[src/sv/bvm_pkg.sv]
package bvm_pkg;

	localparam int ADC_BITS     = 12;
	localparam int SAMPLE_LOG2  = 4;
	localparam int SAMPLE_COUNT = 1 << SAMPLE_LOG2;
	localparam int IDX_W        = SAMPLE_LOG2;
	localparam int SUM_W        = ADC_BITS + SAMPLE_LOG2;

	localparam int MV_W   = 16;
	localparam int GAIN_W = 16;
	localparam int CELL_W = 4;
	localparam int CHG_W  = 10;
	localparam int CNT_W  = 32;
	localparam int PROD_W = 2 * MV_W;
	localparam int DIVD_W = 26;
	localparam int STEP_W = 5;

	localparam logic [CHG_W-1:0]  CHG_FULL = CHG_W'(1000);
	localparam logic [MV_W-1:0]   MV_SAT   = '1;
	localparam logic [MV_W-1:0]   PCT_SCALE = MV_W'(1000);
	localparam logic [STEP_W-1:0] CHG_STEPS  = STEP_W'(DIVD_W);
	localparam logic [STEP_W-1:0] CELL_STEPS = STEP_W'(MV_W);

	localparam int CFG_IDX_W = 3;
	localparam int CFG_DAT_W = 16;
	localparam logic [CFG_IDX_W-1:0] REG_GAIN  = 3'd0;
	localparam logic [CFG_IDX_W-1:0] REG_MIN   = 3'd1;
	localparam logic [CFG_IDX_W-1:0] REG_MAX   = 3'd2;
	localparam logic [CFG_IDX_W-1:0] REG_CRIT  = 3'd3;
	localparam logic [CFG_IDX_W-1:0] REG_CELLS = 3'd4;

	localparam logic [GAIN_W-1:0] GAIN_RST  = 16'd2268;
	localparam logic [MV_W-1:0]   MIN_RST   = 16'd13200;
	localparam logic [MV_W-1:0]   MAX_RST   = 16'd16800;
	localparam logic [MV_W-1:0]   CRIT_RST  = 16'd12800;
	localparam logic [CELL_W-1:0] CELLS_RST = 4'd4;

	localparam logic OP_SAMPLE = 1'b0;
	localparam logic OP_CLEAR  = 1'b1;

endpackage

[src/sv/bvm_in_if.sv]
interface bvm_in_if;
	logic                          valid;
	logic                          ready;
	logic                          op;
	logic [bvm_pkg::ADC_BITS-1:0]  adc_sample;
	logic                          sample_good;

	modport source(output valid, op, adc_sample, sample_good, input ready);
	modport sink(input valid, op, adc_sample, sample_good, output ready);
endinterface

[src/sv/bvm_out_if.sv]
interface bvm_out_if;
	logic                          valid;
	logic                          ready;
	logic [bvm_pkg::ADC_BITS-1:0]  average_count;
	logic [bvm_pkg::MV_W-1:0]      pack_millivolts;
	logic [bvm_pkg::CHG_W-1:0]     charge_tenths;
	logic [bvm_pkg::MV_W-1:0]      cell_millivolts;
	logic                          is_ok;
	logic                          is_low;
	logic                          is_critical;
	logic [bvm_pkg::CNT_W-1:0]     check_total;
	logic [bvm_pkg::CNT_W-1:0]     critical_total;

	modport source(output valid, average_count, pack_millivolts, charge_tenths,
		cell_millivolts, is_ok, is_low, is_critical, check_total, critical_total,
		input ready);
	modport sink(input valid, average_count, pack_millivolts, charge_tenths,
		cell_millivolts, is_ok, is_low, is_critical, check_total, critical_total,
		output ready);
endinterface

[src/sv/bvm_cfg_if.sv]
interface bvm_cfg_if;
	logic                           valid;
	logic                           ready;
	logic [bvm_pkg::CFG_IDX_W-1:0]  index;
	logic [bvm_pkg::CFG_DAT_W-1:0]  data;

	modport source(output valid, index, data, input ready);
	modport sink(input valid, index, data, output ready);
endinterface

[src/sv/battery_voltage_monitor_unit.sv]
// A word that closes a 16-sample window starts a check: gain scaling, flags, then cell
// voltage division if the voltage is at or below min or at or above max, else charge
// multiply and division first. Words are taken only while idle; one check at a time,
// set by the shared 16x16 multiplier and shared one-bit-per-cycle restoring divider.
// Reset (arst_n low): registers to defaults, sum, sample count and counters to zero.
module battery_voltage_monitor_unit (
	input  logic           clk,
	input  logic           arst_n,
	bvm_in_if.sink         in_ch,
	bvm_out_if.source      out_ch,
	bvm_cfg_if.sink        cfg
);

	typedef enum logic [2:0] {
		S_IDLE, S_SCALE, S_FLAGS, S_CMUL, S_CDIV, S_VDIV, S_DONE
	} state_t;

	state_t state_q;

	logic [bvm_pkg::GAIN_W-1:0]   gain_q;
	logic [bvm_pkg::MV_W-1:0]     min_q, max_q, crit_thr_q;
	logic [bvm_pkg::CELL_W-1:0]   cells_q;

	logic [bvm_pkg::SUM_W-1:0]    sum_q;
	logic [bvm_pkg::IDX_W-1:0]    idx_q;
	logic [bvm_pkg::CNT_W-1:0]    chk_q, crit_cnt_q;

	logic [bvm_pkg::ADC_BITS-1:0] avg_q;
	logic [bvm_pkg::MV_W-1:0]     mv_q, diff_q;
	logic [bvm_pkg::CHG_W-1:0]    chg_q;
	logic                         ok_q, low_q, crit_q;

	logic [bvm_pkg::DIVD_W-1:0]   dvd_q;
	logic [bvm_pkg::MV_W-1:0]     rem_q, dsr_q;
	logic [bvm_pkg::STEP_W-1:0]   step_q;

	logic                         o_vld_q;
	logic [bvm_pkg::ADC_BITS-1:0] o_avg_q;
	logic [bvm_pkg::MV_W-1:0]     o_mv_q, o_cell_q;
	logic [bvm_pkg::CHG_W-1:0]    o_chg_q;
	logic                         o_ok_q, o_low_q, o_crit_q;
	logic [bvm_pkg::CNT_W-1:0]    o_chk_q, o_crit_cnt_q;

	logic                         in_acc, out_acc, cfg_acc;
	logic [bvm_pkg::SUM_W-1:0]    sum_nxt;
	logic [bvm_pkg::MV_W-1:0]     mul_a, mul_b;
	logic [bvm_pkg::PROD_W-1:0]   prod;
	logic [bvm_pkg::MV_W:0]       rem_sh;
	logic                         q_bit;
	logic [bvm_pkg::MV_W-1:0]     rem_nxt;
	logic [bvm_pkg::DIVD_W-1:0]   dvd_nxt;
	logic [bvm_pkg::MV_W-1:0]     cell_dsr;
	logic                         crit_now;

	assign in_acc  = in_ch.valid && in_ch.ready;
	assign out_acc = out_ch.valid && out_ch.ready;
	assign cfg_acc = cfg.valid && cfg.ready;

	assign in_ch.ready = (state_q == S_IDLE);
	assign cfg.ready   = 1'b1;

	assign sum_nxt = sum_q + (in_ch.sample_good ?
		bvm_pkg::SUM_W'(in_ch.adc_sample) : '0);

	// shared multiplier: gain scaling, then percent scaling
	assign mul_a = (state_q == S_SCALE) ? bvm_pkg::MV_W'(avg_q) : diff_q;
	assign mul_b = (state_q == S_SCALE) ? gain_q : bvm_pkg::PCT_SCALE;
	assign prod  = mul_a * mul_b;

	// shared restoring divider, one quotient bit per cycle
	assign rem_sh  = {rem_q, dvd_q[bvm_pkg::DIVD_W-1]};
	assign q_bit   = (rem_sh >= {1'b0, dsr_q});
	assign rem_nxt = q_bit ? bvm_pkg::MV_W'(rem_sh - {1'b0, dsr_q})
		: rem_sh[bvm_pkg::MV_W-1:0];
	assign dvd_nxt = {dvd_q[bvm_pkg::DIVD_W-2:0], q_bit};

	assign cell_dsr = (cells_q == '0) ? bvm_pkg::MV_W'(1) : bvm_pkg::MV_W'(cells_q);
	assign crit_now = (mv_q <= crit_thr_q);

	always_ff @(posedge clk or negedge arst_n) begin
		if (!arst_n) begin
			gain_q     <= bvm_pkg::GAIN_RST;
			min_q      <= bvm_pkg::MIN_RST;
			max_q      <= bvm_pkg::MAX_RST;
			crit_thr_q <= bvm_pkg::CRIT_RST;
			cells_q    <= bvm_pkg::CELLS_RST;
		end else if (cfg_acc) begin
			unique case (cfg.index)
				bvm_pkg::REG_GAIN:  gain_q     <= cfg.data;
				bvm_pkg::REG_MIN:   min_q      <= cfg.data;
				bvm_pkg::REG_MAX:   max_q      <= cfg.data;
				bvm_pkg::REG_CRIT:  crit_thr_q <= cfg.data;
				bvm_pkg::REG_CELLS: cells_q    <= cfg.data[bvm_pkg::CELL_W-1:0];
				default: ;
			endcase
		end
	end

	always_ff @(posedge clk or negedge arst_n) begin
		if (!arst_n) begin
			state_q    <= S_IDLE;
			sum_q      <= '0;
			idx_q      <= '0;
			chk_q      <= '0;
			crit_cnt_q <= '0;
			o_vld_q    <= 1'b0;
		end else begin
			if (out_acc && state_q != S_DONE)
				o_vld_q <= 1'b0;
			unique case (state_q)
				S_IDLE: begin
					if (in_acc) begin
						if (in_ch.op == bvm_pkg::OP_CLEAR) begin
							chk_q      <= '0;
							crit_cnt_q <= '0;
						end else if (idx_q == bvm_pkg::IDX_W'(bvm_pkg::SAMPLE_COUNT - 1)) begin
							avg_q   <= sum_nxt[bvm_pkg::SUM_W-1:bvm_pkg::SAMPLE_LOG2];
							sum_q   <= '0;
							idx_q   <= '0;
							state_q <= S_SCALE;
						end else begin
							sum_q <= sum_nxt;
							idx_q <= idx_q + 1'b1;
						end
					end
				end
				S_SCALE: begin
					mv_q    <= (prod[bvm_pkg::PROD_W-1:bvm_pkg::MV_W+8] != '0) ? bvm_pkg::MV_SAT
						: prod[bvm_pkg::MV_W+7:8];
					state_q <= S_FLAGS;
				end
				S_FLAGS: begin
					crit_q <= crit_now;
					low_q  <= (mv_q <= min_q);
					ok_q   <= (mv_q > min_q) && (mv_q <= max_q);
					chk_q  <= chk_q + 1'b1;
					if (crit_now)
						crit_cnt_q <= crit_cnt_q + 1'b1;
					diff_q <= mv_q - min_q;
					priority if (mv_q <= min_q) begin
						chg_q   <= '0;
						dvd_q   <= {mv_q, {(bvm_pkg::DIVD_W-bvm_pkg::MV_W){1'b0}}};
						rem_q   <= '0;
						dsr_q   <= cell_dsr;
						step_q  <= bvm_pkg::CELL_STEPS;
						state_q <= S_VDIV;
					end else if (mv_q >= max_q) begin
						chg_q   <= bvm_pkg::CHG_FULL;
						dvd_q   <= {mv_q, {(bvm_pkg::DIVD_W-bvm_pkg::MV_W){1'b0}}};
						rem_q   <= '0;
						dsr_q   <= cell_dsr;
						step_q  <= bvm_pkg::CELL_STEPS;
						state_q <= S_VDIV;
					end else begin
						dsr_q   <= max_q - min_q;
						state_q <= S_CMUL;
					end
				end
				S_CMUL: begin
					dvd_q   <= prod[bvm_pkg::DIVD_W-1:0];
					rem_q   <= '0;
					step_q  <= bvm_pkg::CHG_STEPS;
					state_q <= S_CDIV;
				end
				S_CDIV: begin
					if (step_q == bvm_pkg::STEP_W'(1)) begin
						chg_q   <= dvd_nxt[bvm_pkg::CHG_W-1:0];
						dvd_q   <= {mv_q, {(bvm_pkg::DIVD_W-bvm_pkg::MV_W){1'b0}}};
						rem_q   <= '0;
						dsr_q   <= cell_dsr;
						step_q  <= bvm_pkg::CELL_STEPS;
						state_q <= S_VDIV;
					end else begin
						dvd_q  <= dvd_nxt;
						rem_q  <= rem_nxt;
						step_q <= step_q - 1'b1;
					end
				end
				S_VDIV: begin
					dvd_q  <= dvd_nxt;
					rem_q  <= rem_nxt;
					step_q <= step_q - 1'b1;
					if (step_q == bvm_pkg::STEP_W'(1))
						state_q <= S_DONE;
				end
				S_DONE: begin
					if (!o_vld_q || out_ch.ready) begin
						o_vld_q      <= 1'b1;
						o_avg_q      <= avg_q;
						o_mv_q       <= mv_q;
						o_chg_q      <= chg_q;
						o_cell_q     <= dvd_q[bvm_pkg::MV_W-1:0];
						o_ok_q       <= ok_q;
						o_low_q      <= low_q;
						o_crit_q     <= crit_q;
						o_chk_q      <= chk_q;
						o_crit_cnt_q <= crit_cnt_q;
						state_q      <= S_IDLE;
					end
				end
				default: state_q <= S_IDLE;
			endcase
		end
	end

	assign out_ch.valid           = o_vld_q;
	assign out_ch.average_count   = o_avg_q;
	assign out_ch.pack_millivolts = o_mv_q;
	assign out_ch.charge_tenths   = o_chg_q;
	assign out_ch.cell_millivolts = o_cell_q;
	assign out_ch.is_ok           = o_ok_q;
	assign out_ch.is_low          = o_low_q;
	assign out_ch.is_critical     = o_crit_q;
	assign out_ch.check_total     = o_chk_q;
	assign out_ch.critical_total  = o_crit_cnt_q;

	a_window_starts_check: assert property (@(posedge clk) disable iff (!arst_n)
		(in_acc && in_ch.op == bvm_pkg::OP_SAMPLE
			&& idx_q == bvm_pkg::IDX_W'(bvm_pkg::SAMPLE_COUNT - 1)) |=> state_q == S_SCALE)
		else $error("closing sample did not start a check");

	a_clear_zeroes: assert property (@(posedge clk) disable iff (!arst_n)
		(in_acc && in_ch.op == bvm_pkg::OP_CLEAR) |=> (chk_q == '0 && crit_cnt_q == '0))
		else $error("clear did not zero the counters");

	a_check_counts_once: assert property (@(posedge clk) disable iff (!arst_n)
		(state_q == S_FLAGS) |=> chk_q == $past(chk_q) + 1'b1)
		else $error("check counter did not advance by one");

	a_charge_range: assert property (@(posedge clk) disable iff (!arst_n)
		o_vld_q |-> o_chg_q <= bvm_pkg::CHG_FULL)
		else $error("charge above full scale");

endmodule
[src/flat_wrapper.sv]
// flat-port wrapper written by rule: the top's interface ports become plain ports
module battery_voltage_monitor_unit_flat 
  (clk, arst_n, in_ch_valid, in_ch_op, in_ch_adc_sample, in_ch_sample_good, in_ch_ready, out_ch_valid, out_ch_average_count, out_ch_pack_millivolts, out_ch_charge_tenths, out_ch_cell_millivolts, out_ch_is_ok, out_ch_is_low, out_ch_is_critical, out_ch_check_total, out_ch_critical_total, out_ch_ready, cfg_valid, cfg_index, cfg_data, cfg_ready);
  bvm_in_if in_ch_i ();
  bvm_out_if out_ch_i ();
  bvm_cfg_if cfg_i ();
  input  logic clk;
  input  logic arst_n;
  input wire logic [$bits(in_ch_i.valid)-1:0] in_ch_valid;
  input wire logic [$bits(in_ch_i.op)-1:0] in_ch_op;
  input wire logic [$bits(in_ch_i.adc_sample)-1:0] in_ch_adc_sample;
  input wire logic [$bits(in_ch_i.sample_good)-1:0] in_ch_sample_good;
  output wire logic [$bits(in_ch_i.ready)-1:0] in_ch_ready;
  output wire logic [$bits(out_ch_i.valid)-1:0] out_ch_valid;
  output wire logic [$bits(out_ch_i.average_count)-1:0] out_ch_average_count;
  output wire logic [$bits(out_ch_i.pack_millivolts)-1:0] out_ch_pack_millivolts;
  output wire logic [$bits(out_ch_i.charge_tenths)-1:0] out_ch_charge_tenths;
  output wire logic [$bits(out_ch_i.cell_millivolts)-1:0] out_ch_cell_millivolts;
  output wire logic [$bits(out_ch_i.is_ok)-1:0] out_ch_is_ok;
  output wire logic [$bits(out_ch_i.is_low)-1:0] out_ch_is_low;
  output wire logic [$bits(out_ch_i.is_critical)-1:0] out_ch_is_critical;
  output wire logic [$bits(out_ch_i.check_total)-1:0] out_ch_check_total;
  output wire logic [$bits(out_ch_i.critical_total)-1:0] out_ch_critical_total;
  input wire logic [$bits(out_ch_i.ready)-1:0] out_ch_ready;
  input wire logic [$bits(cfg_i.valid)-1:0] cfg_valid;
  input wire logic [$bits(cfg_i.index)-1:0] cfg_index;
  input wire logic [$bits(cfg_i.data)-1:0] cfg_data;
  output wire logic [$bits(cfg_i.ready)-1:0] cfg_ready;
  assign in_ch_i.valid = in_ch_valid;
  assign in_ch_i.op = in_ch_op;
  assign in_ch_i.adc_sample = in_ch_adc_sample;
  assign in_ch_i.sample_good = in_ch_sample_good;
  assign in_ch_ready = in_ch_i.ready;
  assign out_ch_valid = out_ch_i.valid;
  assign out_ch_average_count = out_ch_i.average_count;
  assign out_ch_pack_millivolts = out_ch_i.pack_millivolts;
  assign out_ch_charge_tenths = out_ch_i.charge_tenths;
  assign out_ch_cell_millivolts = out_ch_i.cell_millivolts;
  assign out_ch_is_ok = out_ch_i.is_ok;
  assign out_ch_is_low = out_ch_i.is_low;
  assign out_ch_is_critical = out_ch_i.is_critical;
  assign out_ch_check_total = out_ch_i.check_total;
  assign out_ch_critical_total = out_ch_i.critical_total;
  assign out_ch_i.ready = out_ch_ready;
  assign cfg_i.valid = cfg_valid;
  assign cfg_i.index = cfg_index;
  assign cfg_i.data = cfg_data;
  assign cfg_ready = cfg_i.ready;
  battery_voltage_monitor_unit u_core (.clk(clk), .arst_n(arst_n), .in_ch(in_ch_i), .out_ch(out_ch_i), .cfg(cfg_i));
endmodule
[config.mk]
export PLATFORM = sky130hd
export DESIGN_NAME = battery_voltage_monitor_unit_flat
export DESIGN_NICKNAME = d
export VERILOG_FILES = /design/src/sv/bvm_pkg.sv /design/src/sv/bvm_in_if.sv /design/src/sv/bvm_out_if.sv /design/src/sv/bvm_cfg_if.sv /design/src/sv/battery_voltage_monitor_unit.sv /design/src/flat_wrapper.sv
export SDC_FILE = /design/constraint.sdc
export NUM_CORES = 1
export LEC_CHECK = 0
export CORE_MARGIN = 5
export CORE_UTILIZATION = 60
export CTS_CLUSTER_DIAMETER = 200
export DETAILED_ROUTE_END_ITERATION = 12
export DONT_BUFFER_PORTS = 1
export GPL_TIMING_DRIVEN = 0
export PLACE_DENSITY = 0.76
export SLEW_MARGIN = 20
export SYNTH_ARGS = -nofsm -noshare
export SYNTH_HDL_FRONTEND = slang
export SYNTH_SLANG_ARGS = --single-unit
export TNS_END_PERCENT = 10
[constraint.sdc]
create_clock -name clk -period 15.59 [get_ports clk]
set_input_delay 3.118 -clock clk [delete_from_list [all_inputs] [get_ports clk]]
set_output_delay 3.118 -clock clk [all_outputs]
set_load 0.1 [all_outputs]
==> impl_metrics.py <==
metrics = {
    "detailed_routing": {
        "post-route-drc-count": 0,
        "drt_iter0_markers": 1745,
        "first_pass_iters": 5,
        "wl_per_cell_um": 21.6,
        "routed_via_density": 6.03,
        "vias": 19900,
        "routed_wl_um": 71200,
        "drtAntennaViolNets": 0,
    },
    "setup_path": {
        "cpMostUsedCell": "fa_1",
        "required_ns": 15.87,
        "startpoint_type": "register",
        "slowest_stage": "fa_1",
        "critical_path.max_stage_delay_ns": 0.56,
        "crit_type": "register to register",
        "reg2reg_to": "u_core.mv_q[12]$_SDFFCE_PP1P_",
        "path_max_fanout": 10,
        "critPathTopFamily": "adder cells",
        "crit_buf_inv": 8,
        "reg2reg_depth": 28,
        "cp.arrival_ns": 9.42,
        "rrSetupSlack_ns": 6.45,
        "critPathCaptureType": "register",
        "reg2reg_from": "u_core.state_q[0]$_DFFE_PN0P_",
    },
    "place": {
        "place_congestion": 0.997,
        "hpwl_um": 55000,
        "pre_cts_slack_ns": 6.59,
        "port_buffers": 0,
        "dp_cells": 3221,
    },
    "synth": {
        "synth_edf_count": 241,
        "synth_top_area_share_pct": 26.5,
        "synthTopCellsByArea": "edfxtp_1 26%, fa_1 14%, dfrtp_1 12%",
        "syn_avg_cell_area_sq_um": 10.7,
        "syn_inst": 2565,
        "syn_area_sq_mm": 0.0273,
        "yosys.area.top_type": "edfxtp_1",
        "ys_ff_latch": 397,
        "yosys_most_used_dff": "edfxtp_1",
        "ys_warn_count": 0,
        "async_flop_share_pct": 39.3,
        "ys_seq_area_share_pct": 40.8,
        "synth.distinct_cells": 81,
    },
    "clocking": {
        "cts_buffer_depth": 3,
        "htreeDepth": 2,
        "cts_made_buffers": 41,
        "ctsHoldBuffers": 0,
        "clock_latency_ns": 0.57,
        "root_buffer": "clkbuf_16",
        "cts_setup_buffers": 0,
        "cts_tree": "built",
        "cts_resized": 0,
        "cts_sinks": 397,
        "cts.clk_slew.worst_paths_ns": 0.06,
    },
    "global_route": {
        "grt_start_max_net_pins": 163,
        "grt_pass1_vias": 20500,
        "grt.overflow.total": 0,
        "antenna_found_initial": 1,
        "track_usage_pct": 28.7,
        "grt_pass1_wl_um": 113000,
    },
    "sta": {
        "timing.final.crit_share_pct": 58.6,
        "fin_crit_ns": 9.14,
        "max_freq_mhz": 109,
        "finalHoldViolations": 0,
        "relSlewSlack_pct": 32.8,
        "worst-slew-pin-transition_ns": 1.01,
        "hold_slack_ns": 0.415,
        "finalSetupTns_ns": 0,
        "slew_violations": 0,
        "rsz0062_at_grt": "false",
        "setup_ws_ns": 6.45,
        "finalSetupViolCount": 0,
        "skew_ns": 0.0135,
    },
    "floorplanning": {
        "start_util_pct": 60.5,
        "ioPinCount": 162,
        "die_h_um": 223,
        "coreArea_sq_mm": 0.0452,
        "die-area_sq_mm": 0.0499,
        "rows": 78,
        "die_w_um": 223,
    },
    "outcome": {
        "status": "complete, no violations",
    },
    "hold_path": {
        "min_to": "u_core.out_ch.charge_tenths[9]$_DFFE_PP_",
        "hp-start": "u_core.chg_q[9]$_DFFE_PP_",
        "min_path_type": "register to register",
        "worst_hold_path.num_cells": 0,
    },
    "layout": {
        "final_common_cell": "inv_1",
        "fill_cells": 3422,
        "layout-area-overhead-vs-synth_pct": 9.15,
        "instances_no_fill": 3298,
        "final_cell_mix": "341 x inv_1, 241 x edfxtp_1, 202 x nand2_1",
        "drive_gt1_share_pct": 6.49,
        "nets": 3100,
    },
    "run": {
        "cap_viol_max_count": 0,
    },
}
-- kinds of logic after synthesis --
kind of cell    share of synthesized area [%]
mux                                      2.23
flops                                    40.8
buf+inv                                  6.08
simple gates                             13.1
xor+xnor                                 3.36
fa+ha+maj                                23.7
compound gates                           10.7
other cells                            0.0275
-- worst register-to-register path: cells and delay by family, from the launching register on --
family | cells | cell delay [ns]
AOI/OAI and AO/OA | 6 | 1.82
buffers and inverters | 8 | 1.87
DFF | 1 | 0.42
and+or+nand+nor | 7 | 1.48
adders and majority gates | 7 | 3.28
-- worst max path at each step --
stage | startpoint | to | slack (ns) | cells after the start
after floorplan | out_ch_ready | u_core.out_ch.average_count[0]$_DFFE_PP_ | 3.37 | 3
after CTS | u_core.state_q[0]$_DFFE_PN0P_ | u_core.mv_q[12]$_SDFFCE_PP1P_ | 6.55 | 28
after global routing | u_core.state_q[0]$_DFFE_PN0P_ | u_core.mv_q[10]$_SDFFCE_PP1P_ | 6.09 | 28
after detailed placement | u_core.state_q[0]$_DFFE_PN0P_ | u_core.mv_q[10]$_SDFFCE_PP1P_ | 6.59 | 28
after global placement | out_ch_ready | u_core.out_ch.pack_millivolts[1]$_DFFE_PP_ | 0.09 | 3
final | u_core.state_q[0]$_DFFE_PN0P_ | u_core.mv_q[12]$_SDFFCE_PP1P_ | 6.45 | 28
-- Yosys cell counts (5+ instances only) --
cell,number
inv_1,341
edfxtp_1,241
nand2_1,202
ha_1,200
fa_1,198
dfrtp_1,136
o21ai_0,132
a21oi_1,127
nor2_1,126
clkbuf_1,85
and3_1,79
a21o_1,63
nand4_1,57
and2_1,55
nand3_1,54
xor2_1,54
xnor2_1,51
mux2_2,40
nor3_1,34
or3_1,24
nor2b_1,22
dfstp_2,20
nand2b_1,20
a22o_1,16
mux2i_1,16
a22oi_1,13
o31ai_1,13
o21a_1,11
a211oi_1,10
o21bai_1,9
a31oi_1,8
or4_1,7
a21boi_0,5
o211ai_1,5
or2_2,5
-- registers in the layout (all words and copies together), names as in the netlist, 26 cells and up --
register,count
u_core.crit_cnt_q,32
u_core.out_ch.critical_total,32
u_core.out_ch.check_total,32
u_core.dvd_q,26
u_core.chk_q,32
-- per-layer routing --
metal / global-route usage [%] / vias up / part of all wire, %
li1: - / 8984 / -
met1: 37.8 / 9926 / 40
met2: 47.3 / 766 / 49
met3: 4.93 / 205 / 6.6
met4: 12.2 / 0 / 4.9
met5: 0 / - / 0
-- metrics by stage --
stage	utilization, %	cell area (sq um)
finish	66.0	29800
global route	66.0	29800
CTS	66.0	29800
detailed placement	63.0	28500
global placement	62.5	28200
floorplan	-	27500
-- area by class of cell --
class                   instances  area (sq um)  area share [%]
clock inverters                26           258           0.864
flip-flops and latches        397         11200            37.4
diodes                          1          2.50         0.00839
well taps                     600           751            2.52
clock buffers                  50          1100            3.69
inverters                     341          1280            4.29
plain buffers                  94           382            1.28
repair buffers                 17           203           0.679
multi-input cells            1772         14700            49.3
Power is left out: the tool's default activity adds up to more than one toggle a clock period on the data nets, which glitch-free logic cannot reach.
